$ cat config.mk
export PLATFORM = sky130hd
export DESIGN_NAME = angle_frame_parser_flat
export DESIGN_NICKNAME = d
export VERILOG_FILES = /design/src/rtl/afp_pkg.sv /design/src/rtl/afp_if.sv /design/src/rtl/afp_parser.sv /design/src/rtl/afp_out_buf.sv /design/src/rtl/angle_frame_parser.sv /design/src/flat_wrapper.sv
export VERILOG_INCLUDE_DIRS = /design/src /design/src/rtl
export SDC_FILE = /design/constraint.sdc
export NUM_CORES = 1
export LEC_CHECK = 0
export ABC_AREA = 1
export BUFFER_PORTS_ARGS = -buffer_cell sky130_fd_sc_hd__buf_2
export CAP_MARGIN = 40
export CORE_UTILIZATION = 35
export CTS_BUF_LIST = sky130_fd_sc_hd__clkbuf_16
export DETAILED_ROUTE_END_ITERATION = 8
export SLEW_MARGIN = 15
export SYNTH_ARGS = -nofsm -noshare
export SYNTH_HDL_FRONTEND = slang
export SYNTH_SLANG_ARGS = --single-unit
$ cat constraint.sdc
create_clock -name clk -period 8.5 [get_ports clk]
set_input_delay 0.85 -clock clk [delete_from_list [all_inputs] [get_ports clk]]
set_output_delay 0.85 -clock clk [all_outputs]
set_load 0.01 [all_outputs]
$ cat src/rtl/assert_macros.svh
// assertion macros used by the rtl top level
`ifndef ASSERT_MACROS_SVH
`define ASSERT_MACROS_SVH

// condition must hold at every edge outside reset
`define AFP_ASSERT_ALWAYS(lbl, cond) \
  lbl: assert property (@(posedge clk) disable iff (!rst_n) (cond)) \
    else $error("assertion failed");

// antecedent at one edge implies consequent at the next, checked during reset too
`define AFP_ASSERT_NEXT(lbl, ante, cons) \
  lbl: assert property (@(posedge clk) (ante) |=> (cons)) \
    else $error("assertion failed");

`endif

$ cat src/rtl/afp_pkg.sv
// shared constants and types of the angle frame parser
`default_nettype none

package afp_pkg;

  localparam int BYTE_W  = 8;
  localparam int ANGLE_W = 16;
  localparam int POS_W   = 3;

  localparam logic [BYTE_W-1:0] HEADER_BYTE  = 8'hAA;
  localparam logic [BYTE_W-1:0] TRAILER_BYTE = 8'h55;

  // frame positions
  localparam logic [POS_W-1:0] POS_IDLE    = 3'd0;
  localparam logic [POS_W-1:0] POS_HEAD_HI = 3'd1;
  localparam logic [POS_W-1:0] POS_HEAD_LO = 3'd2;
  localparam logic [POS_W-1:0] POS_PTCH_HI = 3'd3;
  localparam logic [POS_W-1:0] POS_PTCH_LO = 3'd4;
  localparam logic [POS_W-1:0] POS_ROLL_HI = 3'd5;
  localparam logic [POS_W-1:0] POS_ROLL_LO = 3'd6;
  localparam logic [POS_W-1:0] POS_TRAILER = 3'd7;

  localparam logic [ANGLE_W-1:0] LAST_RESET = '1;

  typedef struct packed {
    logic [ANGLE_W-1:0] heading;
    logic [ANGLE_W-1:0] pitch;
    logic [ANGLE_W-1:0] roll;
    logic               changed;
  } afp_res_t;

  typedef struct packed {
    logic out_vld;
    logic skid_vld;
    logic push;
    logic pop;
  } afp_buf_sts_t;

endpackage

`default_nettype wire

$ cat src/rtl/afp_if.sv
// channel interfaces for received bytes and angle results
`default_nettype none

interface afp_in_if;
  logic                        valid;
  logic                        ready;
  logic [afp_pkg::BYTE_W-1:0]  rx_byte;

  modport source (output valid, output rx_byte, input ready);
  modport sink   (input valid, input rx_byte, output ready);
endinterface

interface afp_out_if;
  logic                        valid;
  logic                        ready;
  logic [afp_pkg::ANGLE_W-1:0] heading;
  logic [afp_pkg::ANGLE_W-1:0] pitch;
  logic [afp_pkg::ANGLE_W-1:0] roll;
  logic                        changed;

  modport source (output valid, output heading, output pitch, output roll,
                  output changed, input ready);
  modport sink   (input valid, input heading, input pitch, input roll,
                  input changed, output ready);
endinterface

`default_nettype wire

$ cat src/rtl/afp_parser.sv
// frame position tracking, angle shift registers and change detection
`default_nettype none

module afp_parser (
  input  wire logic                       clk,
  input  wire logic                       rst_n,
  input  wire logic                       byte_vld,
  input  wire logic [afp_pkg::BYTE_W-1:0] byte_in,
  output logic                            res_vld,
  output afp_pkg::afp_res_t               res
);

  logic [afp_pkg::POS_W-1:0]   pos_r,          pos_nxt;
  logic [afp_pkg::ANGLE_W-1:0] heading_r,      heading_nxt;
  logic [afp_pkg::ANGLE_W-1:0] pitch_r,        pitch_nxt;
  logic [afp_pkg::ANGLE_W-1:0] roll_r,         roll_nxt;
  logic [afp_pkg::ANGLE_W-1:0] last_heading_r, last_heading_nxt;
  logic [afp_pkg::ANGLE_W-1:0] last_pitch_r,   last_pitch_nxt;
  logic [afp_pkg::ANGLE_W-1:0] last_roll_r,    last_roll_nxt;

  always_comb begin
    pos_nxt          = pos_r;
    heading_nxt      = heading_r;
    pitch_nxt        = pitch_r;
    roll_nxt         = roll_r;
    last_heading_nxt = last_heading_r;
    last_pitch_nxt   = last_pitch_r;
    last_roll_nxt    = last_roll_r;
    res_vld          = 1'b0;
    if (byte_vld) begin
      case (pos_r) inside
        afp_pkg::POS_IDLE: begin
          if (byte_in == afp_pkg::HEADER_BYTE) begin
            pos_nxt = afp_pkg::POS_HEAD_HI;
          end
        end
        afp_pkg::POS_HEAD_HI, afp_pkg::POS_HEAD_LO: begin
          heading_nxt = {heading_r[afp_pkg::BYTE_W-1:0], byte_in};
          pos_nxt     = pos_r + afp_pkg::POS_W'(1);
        end
        afp_pkg::POS_PTCH_HI, afp_pkg::POS_PTCH_LO: begin
          pitch_nxt = {pitch_r[afp_pkg::BYTE_W-1:0], byte_in};
          pos_nxt   = pos_r + afp_pkg::POS_W'(1);
        end
        afp_pkg::POS_ROLL_HI, afp_pkg::POS_ROLL_LO: begin
          roll_nxt = {roll_r[afp_pkg::BYTE_W-1:0], byte_in};
          pos_nxt  = pos_r + afp_pkg::POS_W'(1);
        end
        default: begin
          // waiting for trailer, other bytes dropped
          if (byte_in == afp_pkg::TRAILER_BYTE) begin
            pos_nxt          = afp_pkg::POS_IDLE;
            res_vld          = 1'b1;
            last_heading_nxt = heading_r;
            last_pitch_nxt   = pitch_r;
            last_roll_nxt    = roll_r;
          end
        end
      endcase
    end
  end

  assign res.heading = heading_r;
  assign res.pitch   = pitch_r;
  assign res.roll    = roll_r;
  assign res.changed = (heading_r != last_heading_r) | (pitch_r != last_pitch_r) |
                       (roll_r != last_roll_r);

  always_ff @(posedge clk) begin
    if (!rst_n) begin
      pos_r          <= afp_pkg::POS_IDLE;
      heading_r      <= '0;
      pitch_r        <= '0;
      roll_r         <= '0;
      last_heading_r <= afp_pkg::LAST_RESET;
      last_pitch_r   <= afp_pkg::LAST_RESET;
      last_roll_r    <= afp_pkg::LAST_RESET;
    end else begin
      pos_r          <= pos_nxt;
      heading_r      <= heading_nxt;
      pitch_r        <= pitch_nxt;
      roll_r         <= roll_nxt;
      last_heading_r <= last_heading_nxt;
      last_pitch_r   <= last_pitch_nxt;
      last_roll_r    <= last_roll_nxt;
    end
  end

endmodule

`default_nettype wire

$ cat src/rtl/afp_out_buf.sv
// result register with skid stage
`default_nettype none

module afp_out_buf (
  input  wire logic               clk,
  input  wire logic               rst_n,
  input  wire logic               push,
  input  wire afp_pkg::afp_res_t  push_data,
  input  wire logic               pop_rdy,
  output logic                    out_vld,
  output afp_pkg::afp_res_t       out_data,
  output logic                    space_ok,
  output afp_pkg::afp_buf_sts_t   sts
);

  logic              out_vld_r,  out_vld_nxt;
  logic              skid_vld_r, skid_vld_nxt;
  afp_pkg::afp_res_t out_r,      out_nxt;
  afp_pkg::afp_res_t skid_r,     skid_nxt;
  logic              pop;
  logic [1:0]        occ_nxt;

  assign pop = out_vld_r & pop_rdy;

  always_comb begin
    out_vld_nxt  = out_vld_r;
    skid_vld_nxt = skid_vld_r;
    out_nxt      = out_r;
    skid_nxt     = skid_r;
    if (pop) begin
      if (skid_vld_r) begin
        out_nxt      = skid_r;
        skid_vld_nxt = push;
        skid_nxt     = push_data;
      end else begin
        out_vld_nxt = push;
        out_nxt     = push_data;
      end
    end else if (!out_vld_r) begin
      out_vld_nxt = push;
      out_nxt     = push_data;
    end else if (push) begin
      skid_vld_nxt = 1'b1;
      skid_nxt     = push_data;
    end
  end

  // room for one more result after this cycle's moves
  assign occ_nxt  = 2'({1'b0, out_vld_r} + {1'b0, skid_vld_r} + {1'b0, push} - {1'b0, pop});
  assign space_ok = (occ_nxt < 2'd2);

  assign out_vld      = out_vld_r;
  assign out_data     = out_r;
  assign sts.out_vld  = out_vld_r;
  assign sts.skid_vld = skid_vld_r;
  assign sts.push     = push;
  assign sts.pop      = pop;

  always_ff @(posedge clk) begin
    if (!rst_n) begin
      out_vld_r  <= 1'b0;
      skid_vld_r <= 1'b0;
    end else begin
      out_vld_r  <= out_vld_nxt;
      skid_vld_r <= skid_vld_nxt;
    end
    out_r  <= out_nxt;
    skid_r <= skid_nxt;
  end

endmodule

`default_nettype wire

$ cat src/rtl/angle_frame_parser.sv
// top level of the angle frame parser
//
// usage
//   in_ch carries one received serial byte per transfer (rx_byte). the parser
//   hunts for header 0xaa, shifts the next six bytes big-endian into heading,
//   pitch and roll, then drops bytes until trailer 0x55 arrives
//   out_ch carries one result per completed frame: the three angles and
//   changed, set when any angle differs from the previous frame's values
//   (all ones after reset)
//   path: a trailer byte accepted on in_ch enters the input register, is
//   parsed in the next cycle, and its result goes to the result register and
//   shows on out_ch, waiting behind earlier results that out_ch still holds
//   throughput: one byte per cycle while in_ch.ready is high, through the parse
//   step between the input register and the result register
//   reset (rst_n low, synchronous) empties the byte and result registers,
//   returns the parser to header hunt and sets the stored angles to all ones
//   when the receiver stalls out_ch, results collect in the result register
//   and a skid stage; in_ch.ready drops once both would be full
`default_nettype none

`include "assert_macros.svh"

module angle_frame_parser (
  input  wire logic  clk,
  input  wire logic  rst_n,
  afp_in_if.sink     in_ch,
  afp_out_if.source  out_ch
);

  // input register
  logic                       byte_vld_r;
  logic [afp_pkg::BYTE_W-1:0] byte_r;
  logic                       in_xfer;

  // parse step to result buffer
  logic                  res_vld;
  afp_pkg::afp_res_t     res;
  afp_pkg::afp_res_t     out_data;
  logic                  space_ok;
  afp_pkg::afp_buf_sts_t buf_sts;

  assign in_ch.ready = space_ok;
  assign in_xfer     = in_ch.valid & in_ch.ready;

  always_ff @(posedge clk) begin
    if (!rst_n) begin
      byte_vld_r <= 1'b0;
    end else begin
      byte_vld_r <= in_xfer;
    end
    byte_r <= in_ch.rx_byte;
  end

  afp_parser u_parser (
    .clk      (clk),
    .rst_n    (rst_n),
    .byte_vld (byte_vld_r),
    .byte_in  (byte_r),
    .res_vld  (res_vld),
    .res      (res)
  );

  afp_out_buf u_out_buf (
    .clk       (clk),
    .rst_n     (rst_n),
    .push      (res_vld),
    .push_data (res),
    .pop_rdy   (out_ch.ready),
    .out_vld   (out_ch.valid),
    .out_data  (out_data),
    .space_ok  (space_ok),
    .sts       (buf_sts)
  );

  assign out_ch.heading = out_data.heading;
  assign out_ch.pitch   = out_data.pitch;
  assign out_ch.roll    = out_data.roll;
  assign out_ch.changed = out_data.changed;

  // skid entry only exists behind a full result register
  `AFP_ASSERT_ALWAYS(a_skid_behind_out, !buf_sts.skid_vld || buf_sts.out_vld)
  // a new result never arrives while both entries stay occupied
  `AFP_ASSERT_ALWAYS(a_no_overflow, !(buf_sts.push && buf_sts.skid_vld && !buf_sts.pop))
  // reset leaves no result pending
  `AFP_ASSERT_NEXT(a_reset_empty, !rst_n, !out_ch.valid && !byte_vld_r)

endmodule

`default_nettype wire
$ cat src/flat_wrapper.sv
// flat-port wrapper written by rule: the top's interface ports become plain ports
module angle_frame_parser_flat 
  (clk, rst_n, in_ch_valid, in_ch_rx_byte, in_ch_ready, out_ch_valid, out_ch_heading, out_ch_pitch, out_ch_roll, out_ch_changed, out_ch_ready);
  afp_in_if in_ch_i ();
  afp_out_if out_ch_i ();
  input  wire logic clk;
  input  wire logic rst_n;
  input wire logic [$bits(in_ch_i.valid)-1:0] in_ch_valid;
  input wire logic [$bits(in_ch_i.rx_byte)-1:0] in_ch_rx_byte;
  output wire logic [$bits(in_ch_i.ready)-1:0] in_ch_ready;
  output wire logic [$bits(out_ch_i.valid)-1:0] out_ch_valid;
  output wire logic [$bits(out_ch_i.heading)-1:0] out_ch_heading;
  output wire logic [$bits(out_ch_i.pitch)-1:0] out_ch_pitch;
  output wire logic [$bits(out_ch_i.roll)-1:0] out_ch_roll;
  output wire logic [$bits(out_ch_i.changed)-1:0] out_ch_changed;
  input wire logic [$bits(out_ch_i.ready)-1:0] out_ch_ready;
  assign in_ch_i.valid = in_ch_valid;
  assign in_ch_i.rx_byte = in_ch_rx_byte;
  assign in_ch_ready = in_ch_i.ready;
  assign out_ch_valid = out_ch_i.valid;
  assign out_ch_heading = out_ch_i.heading;
  assign out_ch_pitch = out_ch_i.pitch;
  assign out_ch_roll = out_ch_i.roll;
  assign out_ch_changed = out_ch_i.changed;
  assign out_ch_i.ready = out_ch_ready;
  angle_frame_parser u_core (.clk(clk), .rst_n(rst_n), .in_ch(in_ch_i), .out_ch(out_ch_i));
endmodule
---- Word level (Yosys, flattened, before mapping) ----
Index checks and enable logic that the tools add are counted.
storage, ports and cells
  bits in registers ....................... 208
  output and inout port bits .............. 51
cells by class
  add/sub/neg operators ................... 4
  magnitude comparators ................... 1
  equal/unequal tests ..................... 15
  mux-type cells .......................... 26
  bitwise operators ....................... 8
  reductions and logical operators ........ 14
operators by type and width
  operator               number
  $mux W49               7
  $ne A16 B16 Y1         3
  $mux W3                6
  $mux W1                13
  $eq A3 B3 Y1 const B   3
  $reduce_and A3 Y1      3
  $eq A8 B7 Y1 const B   1
  $eq A8 B8 Y1 const B   1
  $eq A3 B2 Y1 const B   2
  $reduce_and A6 Y1      1
  $reduce_or A2 Y1       3
  $reduce_and A5 Y1      1
  $reduce_bool A5 Y1     1
  $ne A2 B1 Y1 const B   2
  $ne A2 B2 Y1 const B   2
  $not A1 Y1             4
  $reduce_and A4 Y1      1
  $reduce_bool A2 Y1     2
  $add A3 B1 Y3 const B  1
  $eq A3 B1 Y1 const B   1
  $logic_not A3 Y1       1
  $add A1 B1 Y2          1
  $add A2 B1 Y2          1
  $and A1 B1 Y1          2
  other kinds (4)        5

---- Logic depth before layout (Yosys ltp) ----
Gate-level depths: netlist of the first run.
  depth after elaboration ................. 11
  mapped depth ............................ 11
  gate-level depth less buffers ........... 11

---- Cells and area by module ----
Synthesis of the first run repeated with hierarchy kept, for this count alone.
unflattened totals
  cell total of the unflattened synthesis .. 875
  area total of the unflattened synthesis .. 8381.8 um2
by module, submodules not included
  module              instances  cells an instance  area each (um2)
  afp_parser          1          580                4383.0
  afp_out_buf         1          283                3804.9
  angle_frame_parser  1          12                 193.9

---- Least setup slack after synthesis of the first run ----
OpenSTA, ideal clock, no wires.
  path kind ............................... input to register
  start point ............................. input out_ch_ready
  end point ............................... register u_core.u_out_buf.skid_r[0] (netlist name), enable pin
  data arrival time ....................... 3.122 ns
  required time ........................... 7.909 ns
  setup slack ............................. 4.787 ns
  stages on the path ...................... 5
  path through ............................ inv_1 -> nand2_1 -> inv_1 -> nand4_1 -> nand2_1
between the ends
  word-level cells in the longest chain between the ends .. 3
  elaborated cells between the ends (all ways) .. 5
  those cells by class .................... eq/ne: 1; bitwise: 1; reduce/logical: 3
RTL lines
  element                                                       line                source
  from (decl)                                                   flat_wrapper.sv:16  input wire logic [$bits(out_ch_i.ready)-1:0] out_ch_ready;
  $and A1 B1 Y1 *                                               afp_out_buf.sv:23   assign pop = out_vld_r & pop_rdy;
  $ne A2 B2 Y1 (no line) or $reduce_bool A2 Y1 (tied branches)  n/a
  $reduce_and A3 Y1 (no line) *                                 n/a
  to (signal assigned)                                          afp_out_buf.sv:68   skid_r <= skid_nxt;
  to (decl)                                                     afp_out_buf.sv:19   afp_pkg::afp_res_t skid_r, skid_nxt;
Mark *: on every way between the ends. The rest lies on a longest branch, timed or not.
A chain may end at the register's enable or synchronous reset.

---- Worst setup path after layout of the first run ----
  start point ............................. input out_ch_ready
  end point ............................... output in_ch_ready
between the ends
  word-level cells in the longest chain between the ends .. 3
RTL lines
  element        line                source
  $and A1 B1 Y1  afp_out_buf.sv:23
  $sub A2 B1 Y2  afp_out_buf.sv:49   assign occ_nxt = 2'({1'b0, out_vld_r} + {1'b0, skid_vld_r} + {1'b0, push} - {1'b0, pop});
  $lt A2 B2 Y1   afp_out_buf.sv:50   assign space_ok = (occ_nxt < 2'd2);
  to (decl)      flat_wrapper.sv:10  output wire logic [$bits(in_ch_i.ready)-1:0] in_ch_ready;
No other way between the ends.

==> flow_summary.ini, run 1 <==
[outcome]
status = finished clean

[drt]
drc = 0
wl_per_cell_um = 15.1
viasPerCell = 4.70
drt_iter0_drc = 439
dr.pass1.iters = 4
dr_total_vias = 5442
postRouteWirelength_um = 17500
drt.antenna.violating_nets = 0

[pwr]
p_leak_nw = 4.08
p_per_area_nw_per_um2 = 207
p_sw_share_pct = 21.0
max-vdd-ir-drop_mv = 0.116
combPwrFrac_pct = 1.1
p_clk_share_pct = 45.2
p_int_mw = 1.54
seq_power_share_pct = 53.7
p_switching_mw = 0.410

[place]
gp_congestion = 0.772
port_buffers = 62
dp.final_hpwl_um = 11200

[synthesis]
yosys-top-cells-area = edfxtp_1 (36%), dfxtp_1 (27%), nand2_1 (8.3%), o21ai_0 (6.1%), inv_1 (3.8%)
synthesis.area_um2 = 8150
synth_nets = 817
ys_ff_latch = 208
synth_warnings = 0
syn-instance-count = 800
synth.distinct_cells = 27
yosysTopAreaCell = edfxtp_1
synth-seq-area-share_pct = 63.2
yosys.area.top_type_share_pct = 36.1
avgSynthCellArea_um2 = 10.2

[die]
initial_utilization_pct = 35.9
io_pins = 63
die_w_um = 155
die_height_um = 155
core_um2 = 22700
die_area_um2 = 23900
row_count = 55

[timing]
tns_ns = 0
whs_ns = 0.446
post-route-min-period_ns = 3.29
slew_headroom_pct = 55.2
setup_viol = 0
final_max_slew_viol_count = 0
finalHoldViolCount = 0
fin_worst_skew_ns = 0.0105
rsz0062_at_grt = no
worst_slew_pin_slew_ns = 0.672
min_period_over_period_pct = 38.7
fmax_ghz = 0.304

[min_path]
hold_class = input pin to flip-flop
hold_path_depth = 1
hold_end = u_core.byte_r[3]
min_from = in_ch_rx_byte[3]

[grt]
track_usage_pct = 14.7
grt_pass1_vias = 5093
grt_pass1_wl_um = 28000
grt-ovfl-total = 0
grt_max_degree = 98
antenna_found_initial = 0

[worst_setup_path]
slowest_stage = buf_4
reg2reg_slack_ns = 5.90
cpMostUsedCell = inv_1
critPathKind = input pin to output pin
crit_arrival_ns = 2.44
reg2reg_depth = 8
start_kind = input pin
end_kind = output pin
cp_cell_sequence = buf_2 > inv_1 > nand2_2 > buf_4 > inv_1 > ha_1 > inv_1 > o21ai_0 > inv_1 > buf_2
r2r_end = u_core.u_out_buf.skid_r[18]
critPathRequiredTime_ns = 7.65
r2r_start = u_core.u_parser.pos_r[0]
cpPeakStageDelay_ns = 0.52
crit_path_max_fanout = 51

[final_layout]
regArea_um2 = 5140
fin_nets = 874
multiInputGateArea_um2 = 2510
n_antenna_cell = 0
drive_gt1_share_pct = 15.2
final.fill_count = 2190
area_delta_synth_final_pct = 15.8

[clock_tree]
htree_levels = 1
cts-root-buf = clkbuf_16
clockBufferDepth = 3
cts_sinks = 208
postCtsSetupBuffers = 0
worstSkewPairLatency_ns = 0.51
path_clk_slew_ns = 0.06
cts_tree = yes
postCtsResizedCells = 0
postCtsHoldBufs = 0
numCtsBuffers = 23

[run]
drv_cap = 0
## worst max path at each step
stage | from | end | slack, ns | depth (start not counted)
2_1_floorplan | out_ch_ready | u_core.u_out_buf.skid_r[0] | 4.79 | 5
3_5_place_dp | out_ch_ready | in_ch_ready | 5.12 | 10
5_1_grt | out_ch_ready | in_ch_ready | 4.95 | 10
6_report | out_ch_ready | in_ch_ready | 5.21 | 10
4_1_cts | out_ch_ready | in_ch_ready | 5.12 | 10
3_3_place_gp | out_ch_ready | in_ch_ready | 5.16 | 10
## per-layer routing
metal	share of wire, %	global-route usage (%)
met2	44	22.5
met1	49	21.4
met3	4.4	2.80
met4	1.9	3.77
met5	0	0
## cell usage in the layout (no fill, tap or decap)
| master | Yosys | final |
|---|---|---|
| a211oi_1 | 1 | 1 |
| a21oi_1 | 50 | 50 |
| a31oi_2 | 1 | 1 |
| buf_12 | 0 | 1 |
| buf_16 | 0 | 2 |
| buf_2 | 9 | 62 |
| buf_4 | 2 | 8 |
| clkbuf_16 | 0 | 23 |
| clkinv_1 | 0 | 10 |
| clkinv_2 | 0 | 5 |
| clkinvlp_4 | 0 | 1 |
| dfxtp_1 | 110 | 110 |
| edfxtp_1 | 98 | 98 |
| ha_1 | 5 | 5 |
| inv_1 | 82 | 84 |
| inv_2 | 1 | 1 |
| inv_6 | 0 | 1 |
| nand2_1 | 181 | 179 |
| nand2_2 | 1 | 2 |
| nand2_4 | 0 | 1 |
| nand3_1 | 7 | 7 |
| nand4_1 | 3 | 3 |
| nor2_1 | 28 | 28 |
| nor2_2 | 3 | 2 |
| nor2_4 | 1 | 2 |
| nor3_1 | 3 | 3 |
| nor3_2 | 1 | 1 |
| o211ai_1 | 29 | 29 |
| o211ai_2 | 19 | 19 |
| o21ai_0 | 100 | 100 |
| o21ai_2 | 1 | 1 |
| xnor2_1 | 34 | 34 |
## stage by stage
stage                     setup slack (ns)  cell area, um^2  total power, mW  utilization, %  std cells
final                                 5.21             9430             1.95            41.5       1159
after global routing                  4.95             9430             2.01            41.5       1159
after CTS                             5.12             9410             1.97            41.4       1158
after detailed placement              5.12             8750             1.09            38.5       1116
after global placement                5.16             8690             1.09            38.3       1114
after floorplan                       4.79             8150             1.08               -        800
## cell type report
class	instances	area share, %
clock inverter	19	0.915
inverter	83	3.30
tap	285	3.78
sequential	208	54.6
multi-input combinational	468	26.6
clock buffer	23	6.10
timing repair buffer	73	4.72
## kinds of logic after synthesis
kind of cell,share of synthesized area [%]
buffers and inverters,6.22
AND/OR/NAND/NOR,11.0
adder cells (fa/ha/maj),0.768
AO/OA/AOI/OAI,15.2
XOR/XNOR,3.66
flip-flops,63.2
## critical path, delay by kind of cell
kind,cells,cell delay [ns]
adders and majority gates,1,0.31
and+or+nand+nor,1,0.04
AOI/OAI and AO/OA,1,0.22
buffers and inverters,7,1.01
## power by group through the flow
stage	logic [mW]	registers (mW)	clock network (mW)
floorplan	0.0135	1.06	0
detailed placement	0.0216	1.07	0
CTS	0.0218	1.05	0.902
global route	0.0242	1.05	0.944
finish	0.0216	1.05	0.880
global placement	0.0202	1.07	0
## cells in the mapped netlist
cell type  number
nor3_1          3
a31oi_2         1
buf_4           2
nand2_1       181
buf_2           9
nor2_4          1
clkbuf_1       26
inv_1          82
xnor2_1        34
buf_1           1
a21oi_1        50
edfxtp_1       98
buf_6           3
nand4_1         3
ha_1            5
nand2_2         1
nor3_2          1
a211oi_1        1
inv_2           1
o211ai_2       19
o21ai_2         1
nor2_1         28
dfxtp_1       110
o21ai_0       100
nor2_2          3
o211ai_1       29
nand3_1         7
## registers in the layout, summed over array words and instances (netlist names)
| signal | cells |
|---|---|
| u_core.byte_r | 8 |
| u_core.byte_vld_r | 1 |
| u_core.u_out_buf.out_data | 49 |
| u_core.u_out_buf.out_vld | 1 |
| u_core.u_out_buf.skid_r | 49 |
| u_core.u_out_buf.skid_vld_r | 1 |
| u_core.u_parser.heading_r | 16 |
| u_core.u_parser.last_heading_r | 16 |
| u_core.u_parser.last_pitch_r | 16 |
| u_core.u_parser.last_roll_r | 16 |
| u_core.u_parser.pitch_r | 16 |
| u_core.u_parser.pos_r | 3 |
| u_core.u_parser.roll_r | 16 |
(Power assumes the default switching activity.)
==> run 2, diff against run 1 <==
Clock period 8.5 ns to 3.4 ns, I/O delays scaled along.
==> flow_summary.ini, run 2 (synthesized netlist as in run 1, its figures left out) <==
[pwr]
total_power_mw = 4.84
max-vdd-ir-drop_mv = 0.243
p_leak_nw = 4.12
p_per_area_nw_per_um2 = 510

[die]
row_count = 55
die_w_um = 155
initial_utilization_pct = 35.9
core_um2 = 22700
io_pins = 63
die_area_um2 = 23900
die_height_um = 155

[worst_setup_path]
cp_top_family = simple AND/OR/NAND/NOR gates
critical_path_depth = 9
critPathRequiredTime_ns = 3.06
slowest_stage = dfxtp_1
end_kind = output pin
crit_arrival_ns = 2.20
cpMostUsedCell = inv_1
crit_path_max_fanout = 4
crit_buf_inv = 3
reg2reg_depth = 8
critPathKind = flip-flop to output pin
start_kind = flip-flop
cpPeakStageDelay_ns = 0.36
cp_cell_sequence = inv_1 > ha_1 > nor2_2 > nand2_1 > nor3_2 > nand2_4 > o21ai_0 > inv_1 > buf_2

[timing]
final_max_slew_viol_count = 0
rsz0062_at_grt = no
fin_worst_skew_ns = 0.00479
post-route-min-period_ns = 2.54
slew_headroom_pct = 53.6
setup_viol = 0
min_period_over_period_pct = 74.8
tns_ns = 0
finalHoldViolCount = 0
fmax_ghz = 0.393
worst_slew_pin_slew_ns = 0.696

[clock_tree]
path_clk_slew_ns = 0.06
postCtsResizedCells = 0
postCtsSetupBuffers = 0
cts-root-buf = clkbuf_16
numCtsBuffers = 23
clockBufferDepth = 3
worstSkewPairLatency_ns = 0.50
cts_sinks = 208
cts_tree = yes
htree_levels = 1
postCtsHoldBufs = 8

[drt]
viasPerCell = 4.75
drt_iter0_drc = 358
wl_per_cell_um = 15.1
drt.antenna.violating_nets = 0
postRouteWirelength_um = 17600
dr.pass1.iters = 5
dr_total_vias = 5534
drc = 0

[min_path]
hold_path_depth = 3
hold_class = input pin to flip-flop

[run]
drv_cap = 0

[grt]
grt_pass1_vias = 5184
track_usage_pct = 15.2
grt_pass1_wl_um = 28400
antenna_found_initial = 0
grt_max_degree = 102
grt-ovfl-total = 0

[final_layout]
regArea_um2 = 5140
drive_gt1_share_pct = 15.1
final.fill_count = 2231
final_common_cell = nand2_1
fin_nets = 882
final_cell_mix = nand2_1 (179), dfxtp_1 (110), o21ai_0 (100)
area_delta_synth_final_pct = 16.5
n_antenna_cell = 0
multiInputGateArea_um2 = 2510

[outcome]
status = finished clean

[place]
port_buffers = 62
dp.final_hpwl_um = 11100
gp_congestion = 0.749
## run 2: cell count changes in the layout (fill, tap and decap cells not counted)
cell           before  now
inv_2               1    2
clkinv_2            5    6
dlygate4sd3_1       0    8
clkinv_1           10    3
inv_1              84   89
buf_16              2    1
clkinvlp_4          1    0
buf_12              1    2
inv_6               1    0
## run 2: path summary, 6_finish.rpt
kind                                                    start                     endpoint  slack (ns)
worst max register to register       u_core.u_parser.pos_r[0]   u_core.u_out_buf.skid_r[3]        1.07
worst min-delay path                              in_ch_valid            u_core.byte_vld_r        0.06
worst max-delay path                 u_core.u_parser.pos_r[0]                  in_ch_ready        0.86
worst min register to register  u_core.u_parser.heading_r[12]  u_core.u_out_buf.skid_r[45]        0.46
## run 2: report_power, final
group          total, mW  internal, mW  switching [mW]
logic             0.0646        0.0219          0.0427
registers           2.61          2.60         0.00776
clock network       2.16          1.22           0.943
## run 2: final cells by class
class                      count  share of cell area (%)
inverter                      83                    3.28
sequential                   208                    54.2
tap                          285                    3.76
clock buffer                  23                    6.07
clock inverter                17                   0.752
multi-input combinational    468                    26.5
timing repair buffer          81                    5.46
## run 2: per-layer routing
layer	track usage (%)	wire, um	vias to the layer above
met3	2.38	699	24
li1	-	-	2808
met5	0	0	-
met2	23.4	7810	108
met4	3.91	330	0
met1	22.1	8750	2594
## run 2: worst register-to-register path: cells and delay by family, from the launching register on
family	cells	cell delay [ns]
buf+inv	2	0.39
flops	1	0.36
simple gates	5	1.05
fa+ha+maj	1	0.21
## run 2: per-stage QoR
stage | cell area, um^2 | util, % | std cells | worst slack, ns | hold slack (ns)
global placement | 8730 | 38.5 | 1116 | 1.08 | 0.438
CTS | 9460 | 41.7 | 1164 | 0.819 | 0.0452
finish | 9490 | 41.8 | 1165 | 0.857 | 0.0607
global route | 9490 | 41.8 | 1165 | 0.594 | 0.0517
detailed placement | 8730 | 38.5 | 1116 | 1.02 | 0.443
floorplan | 8150 | - | 800 | 0.197 | 0.368
==> run 3, diff against run 2 <==
Settings changed: ABC_AREA 1 to 0.
Clock period 3.4 ns to 2.47 ns, I/O delays scaled along.
==> flow_summary.ini, run 3 <==
[clock_tree]
cts-root-buf = clkbuf_16
path_clk_slew_ns = 0.06
postCtsSetupBuffers = 0
cts_tree = yes
numCtsBuffers = 23
clockBufferDepth = 3
cts_sinks = 208
worstSkewPairLatency_ns = 0.49
htree_levels = 1

[timing]
final_max_slew_viol_count = 0
post-route-min-period_ns = 2.39
setup_ws_ns = 0.0846
fin_worst_skew_ns = 0.0105
fmax_ghz = 0.419
rsz0062_at_grt = no
tns_ns = 0
worst_slew_pin_slew_ns = 0.578
slew_headroom_pct = 61.5
finalHoldViolCount = 0
whs_ns = 0.148
min_period_over_period_pct = 96.6
setup_viol = 0

[worst_setup_path]
end_kind = output pin
slowest_stage = or3_4
cpPeakStageDelay_ns = 0.42
critPathKind = flip-flop to output pin
cp_cell_sequence = inv_2 > ha_2 > or3_4 > nor2_4 > and3_4 > a21oi_1 > buf_2
crit_arrival_ns = 2.14
start_kind = flip-flop
reg2reg_slack_ns = 0.43
crit_path_max_fanout = 4
critPathRequiredTime_ns = 2.22

[final_layout]
final.fill_count = 2032
regArea_um2 = 5150
final_cell_mix = dfxtp_1 (107), edfxtp_1 (98), nand2_1 (97)
drive_gt1_share_pct = 26.2
n_antenna_cell = 0
final_common_cell = dfxtp_1
multiInputGateArea_um2 = 2710
area_delta_synth_final_pct = 20.7
layoutNonFillerInstCount = 1035
fin_nets = 756

[pwr]
p_leak_nw = 4.08
total_power_mw = 7.02
max-vdd-ir-drop_mv = 0.511
p_per_area_nw_per_um2 = 727

[die]
die_area_um2 = 23500
die_height_um = 153
die_w_um = 153
row_count = 54
io_pins = 63
initial_utilization_pct = 36.2
core_um2 = 22100

[grt]
gr-max-usage-layer = met2
grt-ovfl-total = 0
grt_max_degree = 50
track_usage_pct = 14.4
grt_pass1_vias = 4590
grt_pass1_wl_um = 26400
use_met2_pct = 23.7
use_met3_pct = 2.13
use_met1_pct = 19.7
antenna_found_initial = 0

[min_path]
hold_class = input pin to flip-flop

[synthesis]
ys_ff_latch = 208
synth_ff_type = dfxtp_1
yosysMostFrequentCell = dfxtp_1
synth.distinct_cells = 37
syn-instance-count = 645
synth_nets = 662
avgSynthCellArea_um2 = 12.4
synthesis.area_um2 = 8000
synth-seq-area-share_pct = 64.3
synth_async_sr_flop_share_pct = 0
yosys-top-cells-area = edfxtp_1 (37%), dfxtp_1 (28%), mux2_2 (6.9%), mux2i_1 (6.1%), xnor2_1 (5.3%)
synth_edf_count = 98
yosysTopAreaCell = edfxtp_1
synth_warnings = 0
netlist_top_cells_count = dfxtp_1 (110), edfxtp_1 (98), nand2_1 (97)
yosys.area.top_type_share_pct = 36.8

[run]
drv_cap = 0

[drt]
dr.pass1.iters = 5
wl_per_cell_um = 15.9
viasPerCell = 4.68
drt.antenna.violating_nets = 0
postRouteWirelength_um = 16500
drt_iter0_drc = 274
dr_total_vias = 4843
drc = 0

[place]
gp_congestion = 0.804
place_inst = 985
port_buffers = 62
post-place-ws_ns = 0.375
dp.final_hpwl_um = 10700

[outcome]
status = finished clean
## run 3: power by group
group | total (mW) | internal [mW] | leakage, nW | switching [mW]
sequential | 3.60 | 3.58 | 1.95 | 0.0158
combinational | 0.0660 | 0.0265 | 1.76 | 0.0395
clock | 3.35 | 2.02 | 0.379 | 1.34
total | 7.02 | 5.63 | 4.08 | 1.39
## run 3: cell families after synthesis
logic type                 share of synthesized area (%)
DFF                                                 64.3
AOI/OAI and AO/OA                                   1.49
xor gates and xnor gates                            5.25
and+or+nand+nor                                     12.8
muxes                                               13.0
buffers and inverters                               2.36
adders and majority gates                          0.782
## run 3: worst max-delay path: cells and delay by family, from the launching register on
kind / cells / cell delay [ns]
flops: 1 / 0.36
simple gates: 3 / 0.76
fa+ha+maj: 1 / 0.21
buf+inv: 2 / 0.21
compound gates: 1 / 0.11
## run 3: path summary, 6_finish.rpt
path,to,startpoint,depth (start not counted)
max reg2reg,u_core.u_out_buf.skid_r[41],u_core.u_parser.pos_r[0],7
min reg2reg,u_core.u_parser.last_heading_r[13],u_core.u_parser.last_heading_r[13],2
max,in_ch_ready,u_core.u_parser.pos_r[0],7
min,u_core.u_parser.pitch_r[4],rst_n,3
## run 3: final cells by class
type	count	share of cell area, %
Tap cell	280	3.63
Sequential cell	208	53.3
Inverter	7	0.311
Timing Repair Buffer	101	6.87
Clock buffer	23	5.96
Multi-Input combinational cell	398	28.1
Clock inverter	18	1.78
## run 3: per-stage QoR
stage | instance area (um^2) | util [%]
floorplan | 8050 | -
global placement | 8800 | 39.9
detailed placement | 8800 | 39.9
CTS | 9650 | 43.7
global route | 9660 | 43.7
finish | 9660 | 43.7
## run 3: layer usage
metal	vias up	part of all wire (%)
li1	2435	-
met1	2302	47
met2	84	48
met3	22	3.2
met4	0	1.9
met5	-	0
## run 3: repair_timing
item	CTS	global route
setup endpoints to repair	1	1
hold buffers	9	0
resized for setup	1	3
endpoints found under the hold margin	9	0
